## src/hdl/sir_pkg.sv

```systemverilog
// Shared types and constants for the SIR grid automaton step core.
// No dependencies; imported by every module of the block.
package sir_pkg;

  // Grid geometry
  localparam int MaxDim = 256;
  localparam int IdxW   = $clog2(MaxDim);
  localparam int SizeW  = $clog2(MaxDim + 1);

  // Field widths
  localparam int CellW = 2;
  localparam int RandW = 16;
  localparam int ThrW  = 17;
  localparam int CntW  = 16;

  // Depth of the queue between front and back
  localparam int QDepth = 4;
  localparam int QPtrW  = $clog2(QDepth);
  localparam int QCntW  = $clog2(QDepth + 1);

  // Cell codes
  localparam logic [CellW-1:0] StSus = 2'd0;
  localparam logic [CellW-1:0] StInf = 2'd1;
  localparam logic [CellW-1:0] StRec = 2'd2;

  // Register indexes
  localparam logic [1:0] RegGridSize = 2'd0;
  localparam logic [1:0] RegBeta     = 2'd1;
  localparam logic [1:0] RegGamma    = 2'd2;

  // Default side length after reset
  localparam logic [SizeW-1:0] GridReset = SizeW'(MaxDim);

  // One interior cell whose window is complete, ready for the update rule
  typedef struct packed {
    logic [CellW-1:0] centre;
    logic             exposed;
    logic [RandW-1:0] rand_value;
    logic             last;
  } sir_item_t;

endpackage

```

## src/hdl/sir_grid_automaton_step_core.sv

```systemverilog
// One generation step of an SIR cellular automaton on a streamed square grid.
// Top level: configuration registers, front end, queue and back end.
// Uses sir_pkg, sir_front, sir_queue and sir_back.
//
// Cells enter in raster order, one per clock when the result side keeps up,
// each with its own 16-bit random sample. The result for interior cell
// (r, c) leaves with the transaction of cell (r+1, c+1), which completes its
// 3x3 window; border cells give no result. An accepted transaction passes
// the stage 1 registers and the queue before the result register holds it.
// The front end's two 256-entry line buffers are simple dual-port memories,
// each read at one column and written at another in the same cycle, so the
// sustained rate is one cell per cycle while the result side keeps up;
// the four-slot queue to the back end absorbs short output stalls, and full
// rises once all four slots are claimed by cells still in flight. The line
// buffers need no clearing pass after reset. Write grid_size only while the
// block is idle; it restarts the generation and the running totals.
module sir_grid_automaton_step_core
  import sir_pkg::*;
(
  input  logic             clk_i,
  input  logic             rst_ni,
  // Cell input
  input  logic             push,
  output logic             full,
  input  logic [CellW-1:0] cell_state_i,
  input  logic [RandW-1:0] rand_value_i,
  // Result output
  output logic             empty,
  input  logic             pop,
  output logic [CellW-1:0] new_state_o,
  output logic             last_cell_o,
  output logic [CntW-1:0]  susceptible_count_o,
  output logic [CntW-1:0]  infected_count_o,
  output logic [CntW-1:0]  recovered_count_o,
  // Configuration port
  input  logic             psel,
  input  logic             penable,
  input  logic             pwrite,
  input  logic [3:0]       paddr,
  input  logic [31:0]      pwdata,
  output logic [31:0]      prdata,
  output logic             pready
);

  logic [SizeW-1:0] grid_q, side;
  logic [ThrW-1:0]  beta_q, gamma_q;
  logic             cfg_wr, restart;
  logic [1:0]       reg_idx;

  logic             q_push, q_pop, q_empty;
  sir_item_t        q_in, q_out;

  assign pready  = 1'b1;
  assign reg_idx = paddr[3:2];
  assign cfg_wr  = psel && penable && pwrite && pready;
  assign restart = cfg_wr && (reg_idx == RegGridSize);

  // Configuration registers
  always_ff @(posedge clk_i or negedge rst_ni) begin
    if (!rst_ni) begin
      grid_q  <= GridReset;
      beta_q  <= '0;
      gamma_q <= '0;
    end else if (cfg_wr) begin
      case (reg_idx)
        RegGridSize: grid_q  <= pwdata[SizeW-1:0];
        RegBeta:     beta_q  <= pwdata[ThrW-1:0];
        RegGamma:    gamma_q <= pwdata[ThrW-1:0];
        default:     ;
      endcase
    end
  end

  // Register read-back
  always_comb begin
    case (reg_idx)
      RegGridSize: prdata = 32'(grid_q);
      RegBeta:     prdata = 32'(beta_q);
      RegGamma:    prdata = 32'(gamma_q);
      default:     prdata = '0;
    endcase
  end

  // Effective side length, clamped to 3..MaxDim
  always_comb begin
    if (grid_q < SizeW'(3)) begin
      side = SizeW'(3);
    end else if (grid_q > SizeW'(MaxDim)) begin
      side = SizeW'(MaxDim);
    end else begin
      side = grid_q;
    end
  end

  sir_front u_front (
    .clk_i        (clk_i),
    .rst_ni       (rst_ni),
    .push_i       (push),
    .full_o       (full),
    .cell_state_i (cell_state_i),
    .rand_value_i (rand_value_i),
    .side_i       (side),
    .restart_i    (restart),
    .q_push_o     (q_push),
    .q_item_o     (q_in),
    .q_pop_i      (q_pop)
  );

  sir_queue u_queue (
    .clk_i   (clk_i),
    .rst_ni  (rst_ni),
    .push_i  (q_push),
    .item_i  (q_in),
    .pop_i   (q_pop),
    .empty_o (q_empty),
    .item_o  (q_out)
  );

  sir_back u_back (
    .clk_i               (clk_i),
    .rst_ni              (rst_ni),
    .q_empty_i           (q_empty),
    .q_item_i            (q_out),
    .q_pop_o             (q_pop),
    .beta_i              (beta_q),
    .gamma_i             (gamma_q),
    .restart_i           (restart),
    .empty_o             (empty),
    .pop_i               (pop),
    .new_state_o         (new_state_o),
    .last_cell_o         (last_cell_o),
    .susceptible_count_o (susceptible_count_o),
    .infected_count_o    (infected_count_o),
    .recovered_count_o   (recovered_count_o)
  );

endmodule

```

## src/hdl/sir_front.sv

```systemverilog
// Front end: raster position, two line buffers and the 3x3 window.
// Emits one sir_item_t per interior cell into the queue. Uses sir_pkg.
module sir_front
  import sir_pkg::*;
(
  input  logic             clk_i,
  input  logic             rst_ni,
  input  logic             push_i,
  output logic             full_o,
  input  logic [CellW-1:0] cell_state_i,
  input  logic [RandW-1:0] rand_value_i,
  input  logic [SizeW-1:0] side_i,
  input  logic             restart_i,
  output logic             q_push_o,
  output sir_item_t        q_item_o,
  input  logic             q_pop_i
);

  logic [IdxW-1:0]  col_q, row_q, col_eff, row_eff;
  logic [SizeW-1:0] col_nx, row_nx;
  logic             accept;

  logic             s1_valid_q;
  logic [CellW-1:0] s1_cell_q;
  logic [RandW-1:0] s1_rand_q;
  logic [IdxW-1:0]  s1_col_q, s1_row_q;

  logic [CellW-1:0] buf_a [MaxDim];
  logic [CellW-1:0] buf_b [MaxDim];
  logic [CellW-1:0] rd_a_q, rd_b_q;

  logic [CellW-1:0] win_q [9];
  logic [CellW-1:0] win_d [9];

  logic [QCntW-1:0] credit_q, credit_d;
  logic             produce, drop, exposed, last;

  assign accept = push_i && !full_o;
  assign full_o = (credit_q == '0);

  // Position of the incoming cell, restarted when out of range
  always_comb begin
    if ({1'b0, col_q} >= side_i || {1'b0, row_q} >= side_i) begin
      col_eff = '0;
      row_eff = '0;
    end else begin
      col_eff = col_q;
      row_eff = row_q;
    end
    col_nx = {1'b0, col_eff} + SizeW'(1);
    row_nx = {1'b0, row_eff};
    if (col_nx >= side_i) begin
      col_nx = '0;
      row_nx = row_nx + SizeW'(1);
      if (row_nx >= side_i) begin
        row_nx = '0;
      end
    end
  end

  always_ff @(posedge clk_i or negedge rst_ni) begin
    if (!rst_ni) begin
      col_q      <= '0;
      row_q      <= '0;
      s1_valid_q <= 1'b0;
    end else begin
      s1_valid_q <= accept;
      if (restart_i) begin
        col_q <= '0;
        row_q <= '0;
      end else if (accept) begin
        col_q <= col_nx[IdxW-1:0];
        row_q <= row_nx[IdxW-1:0];
      end
    end
  end

  // Stage 1 payload
  always_ff @(posedge clk_i) begin
    if (accept) begin
      s1_cell_q <= cell_state_i;
      s1_rand_q <= rand_value_i;
      s1_col_q  <= col_eff;
      s1_row_q  <= row_eff;
    end
  end

  // Line buffers: read on accept, write back in stage 1 at the same column
  always_ff @(posedge clk_i) begin
    if (accept) begin
      rd_a_q <= buf_a[col_eff];
      rd_b_q <= buf_b[col_eff];
    end
    if (s1_valid_q) begin
      buf_b[s1_col_q] <= rd_a_q;
      buf_a[s1_col_q] <= s1_cell_q;
    end
  end

  // Shifted window as seen by the stage 1 cell
  always_comb begin
    for (int k = 0; k < 3; k++) begin
      win_d[k*3+0] = win_q[k*3+1];
      win_d[k*3+1] = win_q[k*3+2];
    end
    win_d[2] = rd_b_q;
    win_d[5] = rd_a_q;
    win_d[8] = s1_cell_q;
  end

  always_ff @(posedge clk_i or negedge rst_ni) begin
    if (!rst_ni) begin
      for (int k = 0; k < 9; k++) begin
        win_q[k] <= '0;
      end
    end else if (s1_valid_q) begin
      win_q <= win_d;
    end
  end

  // Classify: interior cells go to the queue, border cells are dropped
  always_comb begin
    exposed = 1'b0;
    for (int k = 0; k < 9; k++) begin
      if (win_d[k] == StInf) begin
        exposed = 1'b1;
      end
    end
    produce = (s1_row_q >= IdxW'(2)) && (s1_col_q >= IdxW'(2));
    last    = ({1'b0, s1_row_q} == side_i - SizeW'(1))
           && ({1'b0, s1_col_q} == side_i - SizeW'(1));
  end

  assign drop                = s1_valid_q && !produce;
  assign q_push_o            = s1_valid_q && produce;
  assign q_item_o.centre     = win_d[4];
  assign q_item_o.exposed    = exposed;
  assign q_item_o.rand_value = s1_rand_q;
  assign q_item_o.last       = last;

  // Credits: queue slots not yet claimed by items in flight
  always_comb begin
    credit_d = credit_q;
    if (accept) begin
      credit_d = credit_d - QCntW'(1);
    end
    if (drop) begin
      credit_d = credit_d + QCntW'(1);
    end
    if (q_pop_i) begin
      credit_d = credit_d + QCntW'(1);
    end
  end

  always_ff @(posedge clk_i or negedge rst_ni) begin
    if (!rst_ni) begin
      credit_q <= QCntW'(QDepth);
    end else begin
      credit_q <= credit_d;
    end
  end

  a_credit_bound: assert property (@(posedge clk_i) disable iff (!rst_ni)
    credit_q <= QCntW'(QDepth))
    else $error("front credit count above queue depth");

  a_window_shift: assert property (@(posedge clk_i) disable iff (!rst_ni)
    s1_valid_q |=> win_q[8] == $past(s1_cell_q))
    else $error("window did not take the stage 1 cell");

  a_pos_range: assert property (@(posedge clk_i) disable iff (!rst_ni)
    s1_valid_q |-> {1'b0, s1_col_q} < side_i && {1'b0, s1_row_q} < side_i)
    else $error("stage 1 position outside the grid");

endmodule

```

## src/hdl/sir_queue.sv

```systemverilog
// Short queue of classified cells between front and back end.
// Uses sir_pkg for the item type and depth.
module sir_queue
  import sir_pkg::*;
(
  input  logic      clk_i,
  input  logic      rst_ni,
  input  logic      push_i,
  input  sir_item_t item_i,
  input  logic      pop_i,
  output logic      empty_o,
  output sir_item_t item_o
);

  sir_item_t        mem_q [QDepth];
  logic [QPtrW-1:0] wr_q, rd_q;
  logic [QCntW-1:0] cnt_q;

  assign empty_o = (cnt_q == '0);
  assign item_o  = mem_q[rd_q];

  always_ff @(posedge clk_i) begin
    if (push_i) begin
      mem_q[wr_q] <= item_i;
    end
  end

  // Pointers and fill count
  always_ff @(posedge clk_i or negedge rst_ni) begin
    if (!rst_ni) begin
      wr_q  <= '0;
      rd_q  <= '0;
      cnt_q <= '0;
    end else begin
      if (push_i) begin
        wr_q <= wr_q + QPtrW'(1);
      end
      if (pop_i) begin
        rd_q <= rd_q + QPtrW'(1);
      end
      if (push_i && !pop_i) begin
        cnt_q <= cnt_q + QCntW'(1);
      end else if (pop_i && !push_i) begin
        cnt_q <= cnt_q - QCntW'(1);
      end
    end
  end

  a_no_overflow: assert property (@(posedge clk_i) disable iff (!rst_ni)
    push_i |-> (cnt_q != QCntW'(QDepth)) || pop_i)
    else $error("push into a full queue");

  a_no_underflow: assert property (@(posedge clk_i) disable iff (!rst_ni)
    pop_i |-> !empty_o)
    else $error("pop from an empty queue");

  a_count_bound: assert property (@(posedge clk_i) disable iff (!rst_ni)
    cnt_q <= QCntW'(QDepth))
    else $error("queue count above depth");

endmodule

```

## src/hdl/sir_back.sv

```systemverilog
// Back end: SIR update rule, running totals and the result register.
// Uses sir_pkg; fed by sir_queue.
module sir_back
  import sir_pkg::*;
(
  input  logic             clk_i,
  input  logic             rst_ni,
  input  logic             q_empty_i,
  input  sir_item_t        q_item_i,
  output logic             q_pop_o,
  input  logic [ThrW-1:0]  beta_i,
  input  logic [ThrW-1:0]  gamma_i,
  input  logic             restart_i,
  output logic             empty_o,
  input  logic             pop_i,
  output logic [CellW-1:0] new_state_o,
  output logic             last_cell_o,
  output logic [CntW-1:0]  susceptible_count_o,
  output logic [CntW-1:0]  infected_count_o,
  output logic [CntW-1:0]  recovered_count_o
);

  logic             out_valid_q;
  logic [CellW-1:0] state_q;
  logic             last_q;
  logic [CntW-1:0]  cnt_s_q, cnt_i_q, cnt_r_q;
  logic [CntW-1:0]  tot_s_q, tot_i_q, tot_r_q;
  logic [CntW-1:0]  bump_s, bump_i, bump_r;
  logic [CellW-1:0] next_state;
  logic             rand_lt_beta, rand_lt_gamma;

  assign q_pop_o = !q_empty_i && (!out_valid_q || pop_i);
  assign empty_o = !out_valid_q;

  // Update rule
  always_comb begin
    rand_lt_beta  = {1'b0, q_item_i.rand_value} < beta_i;
    rand_lt_gamma = {1'b0, q_item_i.rand_value} < gamma_i;
    case (q_item_i.centre)
      StSus:   next_state = (q_item_i.exposed && rand_lt_beta) ? StInf : StSus;
      StInf:   next_state = rand_lt_gamma ? StRec : StInf;
      default: next_state = StRec;
    endcase
  end

  // Saturating totals including this cell
  always_comb begin
    bump_s = tot_s_q;
    bump_i = tot_i_q;
    bump_r = tot_r_q;
    case (next_state)
      StSus:   bump_s = (&tot_s_q) ? tot_s_q : tot_s_q + CntW'(1);
      StInf:   bump_i = (&tot_i_q) ? tot_i_q : tot_i_q + CntW'(1);
      default: bump_r = (&tot_r_q) ? tot_r_q : tot_r_q + CntW'(1);
    endcase
  end

  always_ff @(posedge clk_i or negedge rst_ni) begin
    if (!rst_ni) begin
      out_valid_q <= 1'b0;
      tot_s_q     <= '0;
      tot_i_q     <= '0;
      tot_r_q     <= '0;
    end else begin
      if (q_pop_o) begin
        out_valid_q <= 1'b1;
      end else if (pop_i) begin
        out_valid_q <= 1'b0;
      end
      if (restart_i || (q_pop_o && q_item_i.last)) begin
        tot_s_q <= '0;
        tot_i_q <= '0;
        tot_r_q <= '0;
      end else if (q_pop_o) begin
        tot_s_q <= bump_s;
        tot_i_q <= bump_i;
        tot_r_q <= bump_r;
      end
    end
  end

  // Result register
  always_ff @(posedge clk_i) begin
    if (q_pop_o) begin
      state_q <= next_state;
      last_q  <= q_item_i.last;
      cnt_s_q <= bump_s;
      cnt_i_q <= bump_i;
      cnt_r_q <= bump_r;
    end
  end

  assign new_state_o         = state_q;
  assign last_cell_o         = last_q;
  assign susceptible_count_o = cnt_s_q;
  assign infected_count_o    = cnt_i_q;
  assign recovered_count_o   = cnt_r_q;

  a_last_clears: assert property (@(posedge clk_i) disable iff (!rst_ni)
    q_pop_o && q_item_i.last |=> tot_s_q == '0 && tot_i_q == '0 && tot_r_q == '0)
    else $error("totals not cleared after the last cell");

  a_totals_track: assert property (@(posedge clk_i) disable iff (!rst_ni)
    q_pop_o && !q_item_i.last && !restart_i |=>
      tot_s_q == cnt_s_q && tot_i_q == cnt_i_q && tot_r_q == cnt_r_q)
    else $error("running totals differ from the emitted counts");

  a_no_overwrite: assert property (@(posedge clk_i) disable iff (!rst_ni)
    out_valid_q && !pop_i |-> !q_pop_o)
    else $error("result register overwritten before it was taken");

endmodule
```

## config.mk

```make
export PLATFORM = sky130hd
export DESIGN_NAME = sir_grid_automaton_step_core
export DESIGN_NICKNAME = d
export VERILOG_FILES = /design/src/hdl/sir_pkg.sv /design/src/hdl/sir_grid_automaton_step_core.sv /design/src/hdl/sir_front.sv /design/src/hdl/sir_queue.sv /design/src/hdl/sir_back.sv
export SDC_FILE = /design/constraint.sdc
export NUM_CORES = 2
export LEC_CHECK = 0
export BUFFER_PORTS_ARGS = -buffer_cell sky130_fd_sc_hd__clkbuf_2
export CORE_MARGIN = 3
export CORE_UTILIZATION = 58
export CTS_BUF_LIST = sky130_fd_sc_hd__clkbuf_8
export DETAILED_ROUTE_END_ITERATION = 6
export PLACE_DENSITY = 0.78
export SLEW_MARGIN = 20
export SYNTH_ARGS = -nofsm -noshare
export SYNTH_HDL_FRONTEND = slang
export SYNTH_HIERARCHICAL = 1
export SYNTH_SLANG_ARGS = --single-unit
```

## constraint.sdc

```tcl
create_clock -name clk_i -period 5 [get_ports clk_i]
set_input_delay 0.75 -clock clk_i [delete_from_list [all_inputs] [get_ports clk_i]]
set_output_delay 0.75 -clock clk_i [all_outputs]
set_load 0.01 [all_outputs]
```

==> flow_summary.toml <==
[clock_tree]
cts.clk_slew.worst_paths_ns = 0.07
clk_latency_ns = 0.89
cts.sinks = 1324
cts_tree = "built"
root_buffer = "clkbuf_8"
clock_path_buffers = 3
h-tree-depth = 4
numCtsBuffers = 203

[synthesis]
synthFlopType = "edfxtp_1"
syn_inst = 4011
avgSynthCellArea_um2 = 14.12
synth.area.top_cells = "edfxtp_1 (63%), dfrtp_1 (5.7%), mux2i_1 (3.2%), nor2_1 (2.7%), nand2_1 (2.1%)"
synth.distinct_cells = 106
post-synth-top-area-cell = "edfxtp_1"
synth.top_cells.by_count = "edfxtp_1 (1193), nor2_1 (402), nand2_1 (320), a21oi_1 (181), mux2i_1 (180)"
netlist_area_um2 = 56620
netlist.area_leader.share = 0.6328
synth-edff-count = 1193
synth_seq_cells = 1324
synth_async_sr_flop_share = 0.09894
yosysMostFrequentCell = "edfxtp_1"
ys.warnings.count = 6
yosysSeqAreaShare = 0.6907

[worst_hold_path]
hold_depth = 1
min_path_type = "in -> reg"
hold_end = "u_front/s1_rand_q[14]$_DFFE_PP_"
hold_start = "rand_value_i[14]"

[timing]
relSlewSlack = 0.2181
tightest_slew_ns = 1.173
setup_viol_count_final = 0
finalCriticalPeriod_ns = 4.878
final-hold-violation-count = 0
fin_ws_ns = 0.1221
post-route-period-util = 0.9756
finClkSkew_ns = 0.05901
rsz0062_at_grt = "yes"
clock.fmax_mhz = 205.0
drv_slew = 0

[global_routing]
antenna_found_initial = 4
grt_pass1_wl_mm = 226.9
grt_max_degree = 226
overflow = 0
grt_pass1_vias = 36631
gr-usage-all-layers = 0.2959

[die]
core_area_um2 = 95860
die_w_um = 318.4
num_rows = 113
ioPinCount = 147
die_h_um = 318.4
die-area_um2 = 101400
initial_utilization = 0.5906

[cells_and_area]
final_nets = 4400
drive_gt1_frac = 0.1744
postLayoutCoreUtil = 0.6577
n_fill_cell = 6727
syn_to_final_growth_pct = 11.36
finalInstanceArea_um2 = 63050
instances_no_fill = 5688

[routing]
wl_mm = 152.3
drt_iter0_drc = 4819
wl_per_cell_um = 26.77
viasPerCell = 6.570
vias = 37370
final_antenna_net_count = 0
drc_errors = 0
first_pass_iters = 6

[setup_path]
worstPathRequired_ns = 5.63
cp-end-kind = "flip-flop"
reg2reg_depth = 18
critPathKind = "reg -> reg"
startpoint_type = "flip-flop"
worstPathArrival_ns = 5.51
r2r_slack_ns = 0.12
reg2reg_from = "grid_q[4]$_DFFE_PN0P_"
rr_endpoint = "u_front/rd_b_q[1]$_DFFE_PP_"
critPathMaxFanout = 40

[run_status]
outcome = "complete, no violations"

[placed_design]
dp_hpwl_mm = 93.20
placed_area_um2 = 59160
place_ws_ns = 0.02631
port_buffers = 113
dpl.cell_count = 5306
gp_congestion = 0.9357

[pwr]
p_total_mw = 33.90
power_density_nw_per_um2 = 537.7
p_leak_nw = 22.21
ir_drop_uv = 548.8

[run]
drv_cap = 0
[registers in the layout, indices dropped and copies added, names as in the netlist, 9 cells and up]
name and flops:
u_front/s1_rand_q 16, u_front/buf_a 512, u_back/tot_r_q 16, u_back/tot_s_q 16, beta_q 17, u_back/susceptible_count_o 16, u_back/tot_i_q 16, u_queue/mem_q 80
u_back/recovered_count_o 16, u_front/buf_b 512, grid_q 9, u_back/infected_count_o 16, gamma_q 17, u_front/win_d 10
[layout by cell type, fill, tap and decap left out, types with 22 or more instances in the layout]
cell type	n
edfxtp_1	1193
nor2_1	398
nand2_1	314
clkbuf_8	206
mux2i_1	180
a21oi_1	180
buf_4	158
o21ai_0	147
inv_1	138
dfrtp_1	125
clkbuf_2	112
nand3_1	95
mux2_2	89
ha_1	78
clkinv_1	65
mux4_2	49
o211ai_1	46
nor3_1	46
o221ai_1	46
xnor2_1	41
o22ai_1	40
a221oi_1	39
and3_1	37
a31oi_1	32
a21o_1	28
a211oi_1	24
nor4_1	22
or3_1	22
[kinds of logic after synthesis]
| family | synth area share |
|---|---|
| mux | 0.07280 |
| xor+xnor | 0.009436 |
| compound gates | 0.09425 |
| simple gates | 0.08718 |
| flops | 0.6907 |
| fa+ha+maj | 0.01781 |
| other cells | 0.0001326 |
| buf+inv | 0.02769 |
[critical path, stage by stage, from the launching register on]
cell	delay (ns)
dfrtp_2	0.43
nor4_4	0.31
a21oi_1	0.10
nor2_1	0.17
inv_2	0.09
ha_1	0.31
and4_4	0.19
a221o_1	0.33
and3_4	0.20
nor3_4	0.29
buf_4	0.16
buf_4	0.15
nand3_2	0.11
buf_12	0.22
o221a_2	0.29
o32a_1	0.38
a31oi_1	0.32
and4b_1	0.44
o32ai_1	0.14
[repair_timing]
action	CTS	global route
hold buffers	5	0
gates resized for setup	0	24
buffers inserted	0	8
endpoints found under the hold margin	46	0
endpoints found under the setup margin	0	20
[where the power goes]
part           switching (mW)  total [mW]  internal [mW]
sequential              0.453        14.1           13.6
combinational            7.83        11.6           3.74
clock                    4.18        8.24           4.06
total                    12.5        33.9           21.4
[area by class of cell]
class	instances	area, um^2	area share
repair buffers	293	2138	0.03391
clock buffers	206	2835	0.04497
well taps	1265	1583	0.02510
clock inverters	161	842.1	0.01336
flip-flops and latches	1324	39120	0.6204
multi-input cells	2352	16200	0.2569
inverters	85	331.6	0.005259
diodes	2	5.005	0.00007938
[metrics by stage]
stage,hold WS [ns],TNS [ns]
3_5_place_dp,0.4822,0
4_1_cts,0.006082,0
6_report,0.08336,0
5_1_grt,0.02918,-0.4653
3_3_place_gp,0.4652,0
2_1_floorplan,0.4429,0
[worst max path at each step]
stage / startpoint / to
floorplan: grid_q[7]$_DFFE_PN0P_ / u_front/row_q[7]$_DFFE_PN0P_
global placement: grid_q[7]$_DFFE_PN0P_ / u_front/row_q[5]$_DFFE_PN0P_
detailed placement: grid_q[7]$_DFFE_PN0P_ / u_front/row_q[5]$_DFFE_PN0P_
CTS: grid_q[7]$_DFFE_PN0P_ / u_front/col_q[2]$_DFFE_PN0P_
global route: grid_q[4]$_DFFE_PN0P_ / u_front/row_q[7]$_DFFE_PN0P_
finish: grid_q[4]$_DFFE_PN0P_ / u_front/rd_b_q[1]$_DFFE_PP_
[per-layer routing]
layer  share of wire  track usage  wire length (um)
met1            0.36       0.3871             54350
met2            0.46       0.4566             70120
met3            0.12      0.07976             18870
met4           0.058       0.1566              8892
met5        0.000085            0                13
No activity file was read; power rests on OpenSTA's default activity.
